**config.mk**
```make
export PLATFORM = sky130hd
export DESIGN_NAME = cfla_regs
export DESIGN_NICKNAME = d
export VERILOG_FILES = /design/src/sv/cfla_pkg.sv /design/src/sv/cfla_regs.sv
export SDC_FILE = /design/constraint.sdc
export NUM_CORES = 1
export LEC_CHECK = 0
export BUFFER_PORTS_ARGS = -buffer_cell sky130_fd_sc_hd__buf_4
export CAP_MARGIN = 20
export CORE_MARGIN = 4
export CORE_UTILIZATION = 30
export CTS_CLUSTER_DIAMETER = 40
export CTS_CLUSTER_SIZE = 14
export DETAILED_ROUTE_END_ITERATION = 7
export PLACE_DENSITY_LB_ADDON = 0.12
export SLEW_MARGIN = 20
export SYNTH_ARGS = -nofsm -noshare
export SYNTH_HDL_FRONTEND = slang
export SYNTH_SLANG_ARGS = --single-unit
```
**constraint.sdc**
```tcl
create_clock -name clk -period 1.29 [get_ports clk]
set_input_delay 0.0645 -clock clk [delete_from_list [all_inputs] [get_ports clk]]
set_output_delay 0.0645 -clock clk [all_outputs]
set_load 0.02 [all_outputs]
```
**src/sv/cfla_pkg.sv**
```systemverilog
// Shared types and constants for the chunked free-list slot id allocator.
package cfla_pkg;

    // Field widths fixed by the request, result and register port formats
    localparam int OP_W     = 2;
    localparam int SLOT_W   = 16;
    localparam int STATUS_W = 2;
    localparam int CAP_W    = 17;
    localparam int CHUNK_W  = 17;
    localparam int DATA_W   = 32;
    localparam int PADDR_W  = 3;

    // Request operation codes
    localparam logic [OP_W-1:0] OP_ALLOC     = 2'd0;
    localparam logic [OP_W-1:0] OP_RELEASE   = 2'd1;
    localparam logic [OP_W-1:0] OP_CLR_FLAG  = 2'd2;
    localparam logic [OP_W-1:0] OP_CLR_ALL   = 2'd3;

    // Result status codes
    localparam logic [STATUS_W-1:0] ST_OK    = 2'd0;
    localparam logic [STATUS_W-1:0] ST_FULL  = 2'd1;
    localparam logic [STATUS_W-1:0] ST_RANGE = 2'd2;
    localparam logic [STATUS_W-1:0] ST_FREE  = 2'd3;

    // Register indexes
    localparam logic REG_FIRST_CHUNK = 1'b0;
    localparam logic REG_GROW_CHUNK  = 1'b1;

    // Register reset values
    localparam logic [CHUNK_W-1:0] FIRST_CHUNK_RST = 17'd4048;
    localparam logic [CHUNK_W-1:0] GROW_CHUNK_RST  = 17'd1024;

    typedef struct packed {
        logic [OP_W-1:0]   op;
        logic [SLOT_W-1:0] release_id;
    } req_t;

    typedef struct packed {
        logic [SLOT_W-1:0]   slot_id;
        logic [STATUS_W-1:0] status;
        logic [CAP_W-1:0]    capacity;
        logic                realloc_flag;
    } rsp_t;

    typedef struct packed {
        logic [CHUNK_W-1:0] first_chunk;
        logic [CHUNK_W-1:0] grow_chunk;
    } cfg_t;

    // Controller to datapath commands
    typedef struct packed {
        logic load;
        logic rd;
        logic exec;
    } ctrl_cmd_t;

endpackage

```
**src/sv/cfla_regs.sv**
```systemverilog
// Configuration register bank behind the APB-style port.
module cfla_regs (
    input  logic                            clk,
    input  logic                            rst_n,
    input  logic                            psel,
    input  logic                            penable,
    input  logic                            pwrite,
    input  logic [cfla_pkg::PADDR_W-1:0]    paddr,
    input  logic [cfla_pkg::DATA_W-1:0]     pwdata,
    output logic [cfla_pkg::DATA_W-1:0]     prdata,
    output logic                            pready,
    output cfla_pkg::cfg_t                  cfg
);
    import cfla_pkg::*;

    logic [CHUNK_W-1:0] first_chunk_reg, first_chunk_next;
    logic [CHUNK_W-1:0] grow_chunk_reg, grow_chunk_next;
    logic               wr_en;
    logic               reg_sel;

    assign pready  = 1'b1;
    assign wr_en   = psel & penable & pwrite;
    assign reg_sel = paddr[2];

    // Write decode
    always_comb
    begin
        first_chunk_next = first_chunk_reg;
        grow_chunk_next  = grow_chunk_reg;
        if (wr_en)
        begin
            unique case (reg_sel)
                REG_FIRST_CHUNK: first_chunk_next = pwdata[CHUNK_W-1:0];
                REG_GROW_CHUNK:  grow_chunk_next  = pwdata[CHUNK_W-1:0];
                default:         first_chunk_next = first_chunk_reg;
            endcase
        end
    end

    always_ff @(posedge clk or negedge rst_n)
    begin
        if (!rst_n)
        begin
            first_chunk_reg <= FIRST_CHUNK_RST;
            grow_chunk_reg  <= GROW_CHUNK_RST;
        end
        else
        begin
            first_chunk_reg <= first_chunk_next;
            grow_chunk_reg  <= grow_chunk_next;
        end
    end

    // Read mux
    always_comb
    begin
        unique case (reg_sel)
            REG_FIRST_CHUNK: prdata = DATA_W'(first_chunk_reg);
            REG_GROW_CHUNK:  prdata = DATA_W'(grow_chunk_reg);
            default:         prdata = '0;
        endcase
    end

    assign cfg.first_chunk = first_chunk_reg;
    assign cfg.grow_chunk  = grow_chunk_reg;

endmodule

```
==> reports/summary.txt <==
Required @ worst endpoint -> 1230 ps
Setup CP Type -> reg2out
Overflow after GRT -> 0
Buffers on Ports -> 73
Layout overhead on the synthesized area -> 40.42%
Longest Clk Path Bufs -> 2
Ant diodes -> 0
Minimum clock period after layout -> 1183 ps
Die Width -> 82.93 um
Setup crit end kind -> output port
Commonest non-fill, non-tap cell in the layout -> buf_4
Nets -> 228
Detailed Place HPWL -> 3.004 mm
Core ar. -> 5473 um^2
Yosys reg bits -> 34
Routed len/inst -> 15.15 um
Tcrit/Tclk final -> 91.70%
Clock Sinks -> 34
Unrepaired setup endpoints after global routing -> no
Hold Vio Cnt, Final -> 0
Mapped Area -> 1684 um^2
DIE HEIGHT -> 82.93 um
Synthesized instance count -> 109
Row count -> 27
Via count -> 1124
Leak -> 1.175 nW
Most frequent cells in the layout -> buf_4 (77), mux2_2 (41), dfrtp_1 (26)
Max Fclk -> 845.4 MHz
Antenna Nets Post-Route -> 0
Vias in the first global route -> 1233
DR iter-0 viols -> 32
Initial core utilization -> 30.77%
Initial antenna violation count -> 0
Crit-path max cell delay -> 410 ps
Root Driver -> clkbuf_8
Num CTS Buffers -> 5
Worst setup SP type -> flip-flop
Layout cell share with drive strength beyond 1 -> 77.25%
Avg Inst Size Synth -> 15.45 um^2
Final Max Tran Viols -> 0
CTS tree -> built
Hold WC Path Type -> in2reg
Largest net degree at the start of global routing -> 35
Post CTS Setup Buffer Count -> 0
Critical Path AT -> 1120 ps
H-tree depth -> 2
Clock slew at reported path FFs -> 70 ps
DRC viols -> 0
Routed WL -> 3.955 mm
CP max FO -> 3
Final setup fails -> 0
Distinct cells, synth -> 10
Crit-path cells -> mux2_2 > buf_4
Setup TNS -> 0 ps
DRT Pass-1 Iters -> 2
Power consumption -> 4.106 mW
Die area -> 6877 um^2
Max cap viols -> 0
Post-cts sizing count -> 0
Clock Latency Late Sink -> 280 ps
Yosys warning count -> 0
VDD IR max -> 0.6433 mV
PwrDens -> 1736 nW/um^2
Critical path's slowest cell -> dfrtp_1
Sequential-to-total area share from yosys stat -> 51.11%
Total GRT Usage -> 11.69%
I/O pins -> 107
Worst Skew -> 0 ps
Gpl congestion -> 0.6574
First-pass GRT wire length -> 6.410 mm
Status -> finished, final reports clean
Routed vias/inst -> 4.307
-- power breakdown --
group	internal (mW)	total, mW	switching [mW]
clock network	0.568	0.946	0.378
registers	1.34	1.52	0.172
logic	0.819	1.64	0.825
total	2.73	4.11	1.37
-- layout make-up --
| type | instances | area, um^2 |
|---|---|---|
| clock buffer | 5 | 68.82 |
| clock inverter | 3 | 40.04 |
| fill | 541 | 3108 |
| multi-input combinational | 69 | 716.9 |
| sequential | 34 | 860.8 |
| tap | 72 | 90.09 |
| timing repair buffer | 78 | 588.1 |
-- Yosys cell counts (all sizes together) --
cell type  instances  area (um^2)
mux2              51        611.8
dfrtp             26        650.6
buf               20        158.9
dfstp              8        210.2
conb               2        7.510
nand4              1        21.27
nand4b             1        23.77
-- critical path: cells and delay by family, from the launching register on --
family / cells / cell delay, ps
muxes: 1 / 270
DFF: 1 / 410
buffers and inverters: 1 / 160
-- metrics by stage --
step | worst slack (ps) | instances | util (%) | hold slack, ps | instance area (um^2)
floorplan | 274.6 | 123 | - | -231.1 | 1737
global placement | 197.5 | 252 | 41.04 | 30.15 | 2246
detailed placement | 190.5 | 252 | 41.04 | 38.55 | 2246
CTS | 91.41 | 261 | 43.21 | 10.57 | 2365
global route | 61.91 | 261 | 43.21 | 5.794 | 2365
finish | 107.1 | 261 | 43.21 | 21.47 | 2365
-- worst paths after layout --
path / start / end / slack, ps / cells past startpoint
min in group asynchronous: rst_n / grow_chunk_reg[4] / 280 / 2
setup / recovery: first_chunk_reg[3] / prdata[3] / 110 / 2
max in group asynchronous: rst_n / grow_chunk_reg[10] / 660 / 2
setup reg to reg: grow_chunk_reg[1] / grow_chunk_reg[1] / 510 / 1
hold reg to reg: grow_chunk_reg[0] / grow_chunk_reg[0] / 530 / 1
hold / removal: pwdata[3] / first_chunk_reg[3] / 20 / 2
-- layer usage --
metal	GRT usage, %	share of wire (%)
met1	13.61	39
met2	19.46	52
met3	5.556	8.6
met4	2.675	0.30
met5	0	0
-- timing repair --
action,4_1_cts,5_1_grt
hold buffers,1,0
endpoints found under the hold margin,26,0
endpoints found under the setup margin,0,0
-- cells by family after synthesis --
| kind of cell | count (synthesis) | synth area share, % |
|---|---|---|
| DFF | 34 | 51.11 |
| muxes | 51 | 36.33 |
| and+or+nand+nor | 2 | 2.674 |
| buffers and inverters | 20 | 9.435 |
| other | 2 | 0.4459 |
Power figures use the tool's default switching activity.
