[src/sv/cfla_pkg.sv]
// Shared types and constants for the chunked free-list slot id allocator.
package cfla_pkg;

    // Field widths fixed by the request, result and register port formats
    localparam int OP_W     = 2;
    localparam int SLOT_W   = 16;
    localparam int STATUS_W = 2;
    localparam int CAP_W    = 17;
    localparam int CHUNK_W  = 17;
    localparam int DATA_W   = 32;
    localparam int PADDR_W  = 3;

    // Request operation codes
    localparam logic [OP_W-1:0] OP_ALLOC     = 2'd0;
    localparam logic [OP_W-1:0] OP_RELEASE   = 2'd1;
    localparam logic [OP_W-1:0] OP_CLR_FLAG  = 2'd2;
    localparam logic [OP_W-1:0] OP_CLR_ALL   = 2'd3;

    // Result status codes
    localparam logic [STATUS_W-1:0] ST_OK    = 2'd0;
    localparam logic [STATUS_W-1:0] ST_FULL  = 2'd1;
    localparam logic [STATUS_W-1:0] ST_RANGE = 2'd2;
    localparam logic [STATUS_W-1:0] ST_FREE  = 2'd3;

    // Register indexes
    localparam logic REG_FIRST_CHUNK = 1'b0;
    localparam logic REG_GROW_CHUNK  = 1'b1;

    // Register reset values
    localparam logic [CHUNK_W-1:0] FIRST_CHUNK_RST = 17'd4048;
    localparam logic [CHUNK_W-1:0] GROW_CHUNK_RST  = 17'd1024;

    typedef struct packed {
        logic [OP_W-1:0]   op;
        logic [SLOT_W-1:0] release_id;
    } req_t;

    typedef struct packed {
        logic [SLOT_W-1:0]   slot_id;
        logic [STATUS_W-1:0] status;
        logic [CAP_W-1:0]    capacity;
        logic                realloc_flag;
    } rsp_t;

    typedef struct packed {
        logic [CHUNK_W-1:0] first_chunk;
        logic [CHUNK_W-1:0] grow_chunk;
    } cfg_t;

    // Controller to datapath commands
    typedef struct packed {
        logic load;
        logic rd;
        logic exec;
    } ctrl_cmd_t;

endpackage

[src/sv/cfla_ctrl.sv]
// Sequencing state machine: load, memory read, execute.
module cfla_ctrl (
    input  logic                 clk,
    input  logic                 rst_n,
    input  logic                 start,
    output logic                 busy,
    output cfla_pkg::ctrl_cmd_t  cmd
);
    import cfla_pkg::*;

    typedef enum logic [2:0] {
        S_IDLE = 3'b001,
        S_READ = 3'b010,
        S_EXEC = 3'b100
    } state_t;

    state_t state_reg, state_next;

    // Next state
    always_comb
    begin
        state_next = state_reg;
        unique case (state_reg)
            S_IDLE:
            begin
                if (start)
                begin
                    state_next = S_READ;
                end
            end
            S_READ:  state_next = S_EXEC;
            S_EXEC:  state_next = S_IDLE;
            default: state_next = S_IDLE;
        endcase
    end

    always_ff @(posedge clk or negedge rst_n)
    begin
        if (!rst_n)
        begin
            state_reg <= S_IDLE;
        end
        else
        begin
            state_reg <= state_next;
        end
    end

    // Commands to the datapath
    assign busy     = (state_reg != S_IDLE);
    assign cmd.load = (state_reg == S_IDLE) & start;
    assign cmd.rd   = (state_reg == S_READ);
    assign cmd.exec = (state_reg == S_EXEC);

endmodule

[config.mk]
export PLATFORM = sky130hd
export DESIGN_NAME = cfla_ctrl
export DESIGN_NICKNAME = d
export VERILOG_FILES = /design/src/sv/cfla_pkg.sv /design/src/sv/cfla_ctrl.sv
export SDC_FILE = /design/constraint.sdc
export NUM_CORES = 1
export LEC_CHECK = 0
export ABC_AREA = 0
export BUFFER_PORTS_ARGS = -buffer_cell sky130_fd_sc_hd__buf_2
export CAP_MARGIN = 0
export CELL_PAD_IN_SITES_DETAIL_PLACEMENT = 1
export CELL_PAD_IN_SITES_GLOBAL_PLACEMENT = 2
export CORE_AREA = 3 3 40 42
export DETAILED_ROUTE_END_ITERATION = 8
export DIE_AREA = 0 0 43 45
export PLACE_DENSITY = 0.41
export RECOVER_POWER = 100
export SETUP_SLACK_MARGIN = 0.5
export SLEW_MARGIN = 5
export SYNTH_ARGS = -nofsm -noshare
export SYNTH_HDL_FRONTEND = slang
export SYNTH_SLANG_ARGS = --single-unit
[constraint.sdc]
create_clock -name clk -period 2.6 [get_ports clk]
set_clock_uncertainty 0.05 [all_clocks]
set_input_delay 0.39 -clock clk [delete_from_list [all_inputs] [get_ports clk]]
set_output_delay 0.39 -clock clk [all_outputs]
set_load 0.03 [all_outputs]
==> impl_metrics.csv <==
group,metric,value,unit
outcome,status,"finished, final reports clean",
layout,drive_gt1_share,28.6,%
synth,synth_area_per_cell,13.1,µm²
cts,cts_resized,0,
setup_path,cp_top_family,"flip-flops",
timing,drv_slew,0,
layout,seq_area,76.3,µm²
synth,synth-xor-area-share,0,%
timing,finalSetupViolCount,0,
power,sw_frac_of_total,39.8,%
power,power.net_switching,0.106,mW
setup_path,startpoint_type,"flip-flop",
cts,cts_setup_buffers,0,
grt,grt_antenna_before_repair,0,
timing,hold_viol,0,
setup_path,crit_chain,"or3b_1, clkbuf_1",
layout,final_nets,25,
setup_path,crit_path_end_kind,"output pin",
layout,synthToLayoutAreaGrowth,49.6,%
min_path,worstHoldEndpoint,"state_reg[1]",
die,start_util,11.2,%
setup_path,crit_path_max_fanout,6,
detailed_routing,vias,119,
die,fp.dieW,43,µm
detailed_routing,drtIter0Drc,0,
timing,tns,0,ns
setup_path,critical_path_required,2.16,ns
synth,synth_cell_types,7,
placement,port-buffer-count,6,
cts,cts_hold_buffers,1,
setup_path,reg2reg_slack,1.60,ns
placement,place_inst,31,
min_path,hold_depth,2,
timing,rsz0062_at_grt,"false",
die,fp-row-count,13,
setup_path,reg2reg_depth,2,
timing,max_freq,549,MHz
run,max_cap_violations,0,
detailed_routing,wl,299,µm
cts,cts_sinks,3,
grt,overflow,0,
cts,clk_pin_slew,0.04,ns
cts,insertion_delay,0.23,ns
die,fp.dieH,45,µm
power,power.leakage,0.0828,nW
synth,synth.area.mux_share,0,%
power,p_int,0.160,mW
layout,multi_input_area,60.1,µm²
detailed_routing,ant_nets,0,
synth,yosysSeqAreaShare,53.0,%
synth,yosys.area_share.simple,41.7,%
min_path,hold_start,"start",
setup_path,crit_slowest_cell,"dfstp_1",
cts,cts_buffers,3,
cts,clock_path_buffers,2,
layout,largest_register_ffs,3,
die,coreArea,1280,µm²
power,p_seq_share,32.2,%
cts,cts_tree,"built",
layout,final_common_cell,"clkbuf_1",
synth,synth_fp_nets,14,
timing,slew-limit-headroom,75.8,%
setup_path,crit_arrival,1.38,ns
grt,gr-usage-all-layers,5.08,%
cts,ctsHtreeMaxLevel,1,
detailed_routing,wl_per_cell,8.31,µm
synth,syn_inst,11,
setup_path,cpPeakStageDelay,0.57,ns
synth,ys_warn_count,0,
layout,mostFrequentLayoutCells,"clkbuf_1, nor3b_1, clkbuf_4",
layout,final_cell_count_no_fill,36,
cts,cts_root_buf,"clkbuf_4",
layout,diodes,0,
setup_path,r2r_start,"state_reg[0]",
timing,finalCritPeriodShare,70.0,%
timing,layout_min_cycle_time,1.82,ns
grt,grt_max_degree,7,
synth,synth-compound-area-share,0,%
placement,gp_congestion,0.543,
timing,tightest_slew,0.364,ns
detailed_routing,via_per_inst,3.31,
detailed_routing,first_pass_iters,1,
power,peakVddDrop,0.225,mV
power,clockPowerShare,30.5,%
setup_path,cp_num_buf_inv,1,
synth,synth_fa_ha_area_share,0,%
synth,yosys_register_bits,3,
grt,grt_pass1_vias,145,
setup_path,crit_type,"reg2out",
power,power.density,1230,nW/µm²
layout,fill_cells,155,
detailed_routing,remaining_drc_errors,0,
die,fp.dieArea,1940,µm²
setup_path,timing.rr.end,"state_reg[0]",
synth,syn_area,144,µm²
synth,synth_top_family_by_area,"simple AND/OR/NAND/NOR gates",
grt,grt_pass1_wl,614,µm
power,combPwrFrac,37.3,%
die,io_pins,7,
min_path,hold_class,"in2reg",
metal layers:
metal  part of all wire (%)  vias to the layer above  track usage, %
met3                    5.0                        0            3.59
met4                      0                        0            7.23
met5                      0                        -               0
met2                     60                        4            6.59
li1                       -                       60               -
met1                     35                       55            4.34
area by class of cell:
type | count | area share (%)
sequential | 3 | 35.5
multi-input combinational | 7 | 27.9
timing repair buffer | 7 | 15.7
clock buffer | 4 | 12.2
tap | 15 | 8.72
cell usage after synthesis, drive strengths merged:
cell    instances  area [µm²]
and4bb          2        25.0
buf             1        7.51
dfrtp           2        50.1
dfstp           1        26.3
nor2            1        3.75
nor3b           3        22.5
or3b            1        8.76
how the worst max path moves through the flow:
stage / endpoint / startpoint / slack, ns / cells after the start
2_1_floorplan: cmd[0] / state_reg[1] / 1.03 / 1
3_3_place_gp: busy / state_reg[0] / 1.10 / 2
3_5_place_dp: busy / state_reg[0] / 1.08 / 2
4_1_cts: busy / state_reg[0] / 0.83 / 2
5_1_grt: cmd[2] / state_reg[0] / 0.68 / 2
6_report: busy / state_reg[0] / 0.78 / 2
power by group through the flow:
stage          Clock (mW)  Sequential (mW)  Combinational [mW]
3_3_place_gp            0           0.0898               0.107
2_1_floorplan           0           0.0832              0.0856
3_5_place_dp            0           0.0892               0.106
4_1_cts            0.0862           0.0886               0.107
5_1_grt            0.0976           0.0931               0.110
6_report           0.0811           0.0854              0.0992
cells by family after synthesis:
logic type    Yosys count
flops                   3
simple gates            7
buf+inv                 1
worst register-to-register path, delay by kind of cell (launching register included):
| family | cells | cell delay [ns] |
|---|---|---|
| and+or+nand+nor | 2 | 0.30 |
| DFF | 1 | 0.57 |
per-stage QoR:
stage	setup WS (ns)	utilization [%]	total power [mW]	cell area (µm²)	hold WS [ns]
5_1_grt	0.675	16.7	0.300	215	0.433
3_3_place_gp	1.10	14.4	0.196	185	0.137
4_1_cts	0.832	17.2	0.282	221	0.420
2_1_floorplan	1.03	-	0.169	144	0.0444
3_5_place_dp	1.08	14.4	0.195	185	0.138
6_report	0.780	16.7	0.266	215	0.431
Power figures use the tool's default switching activity.
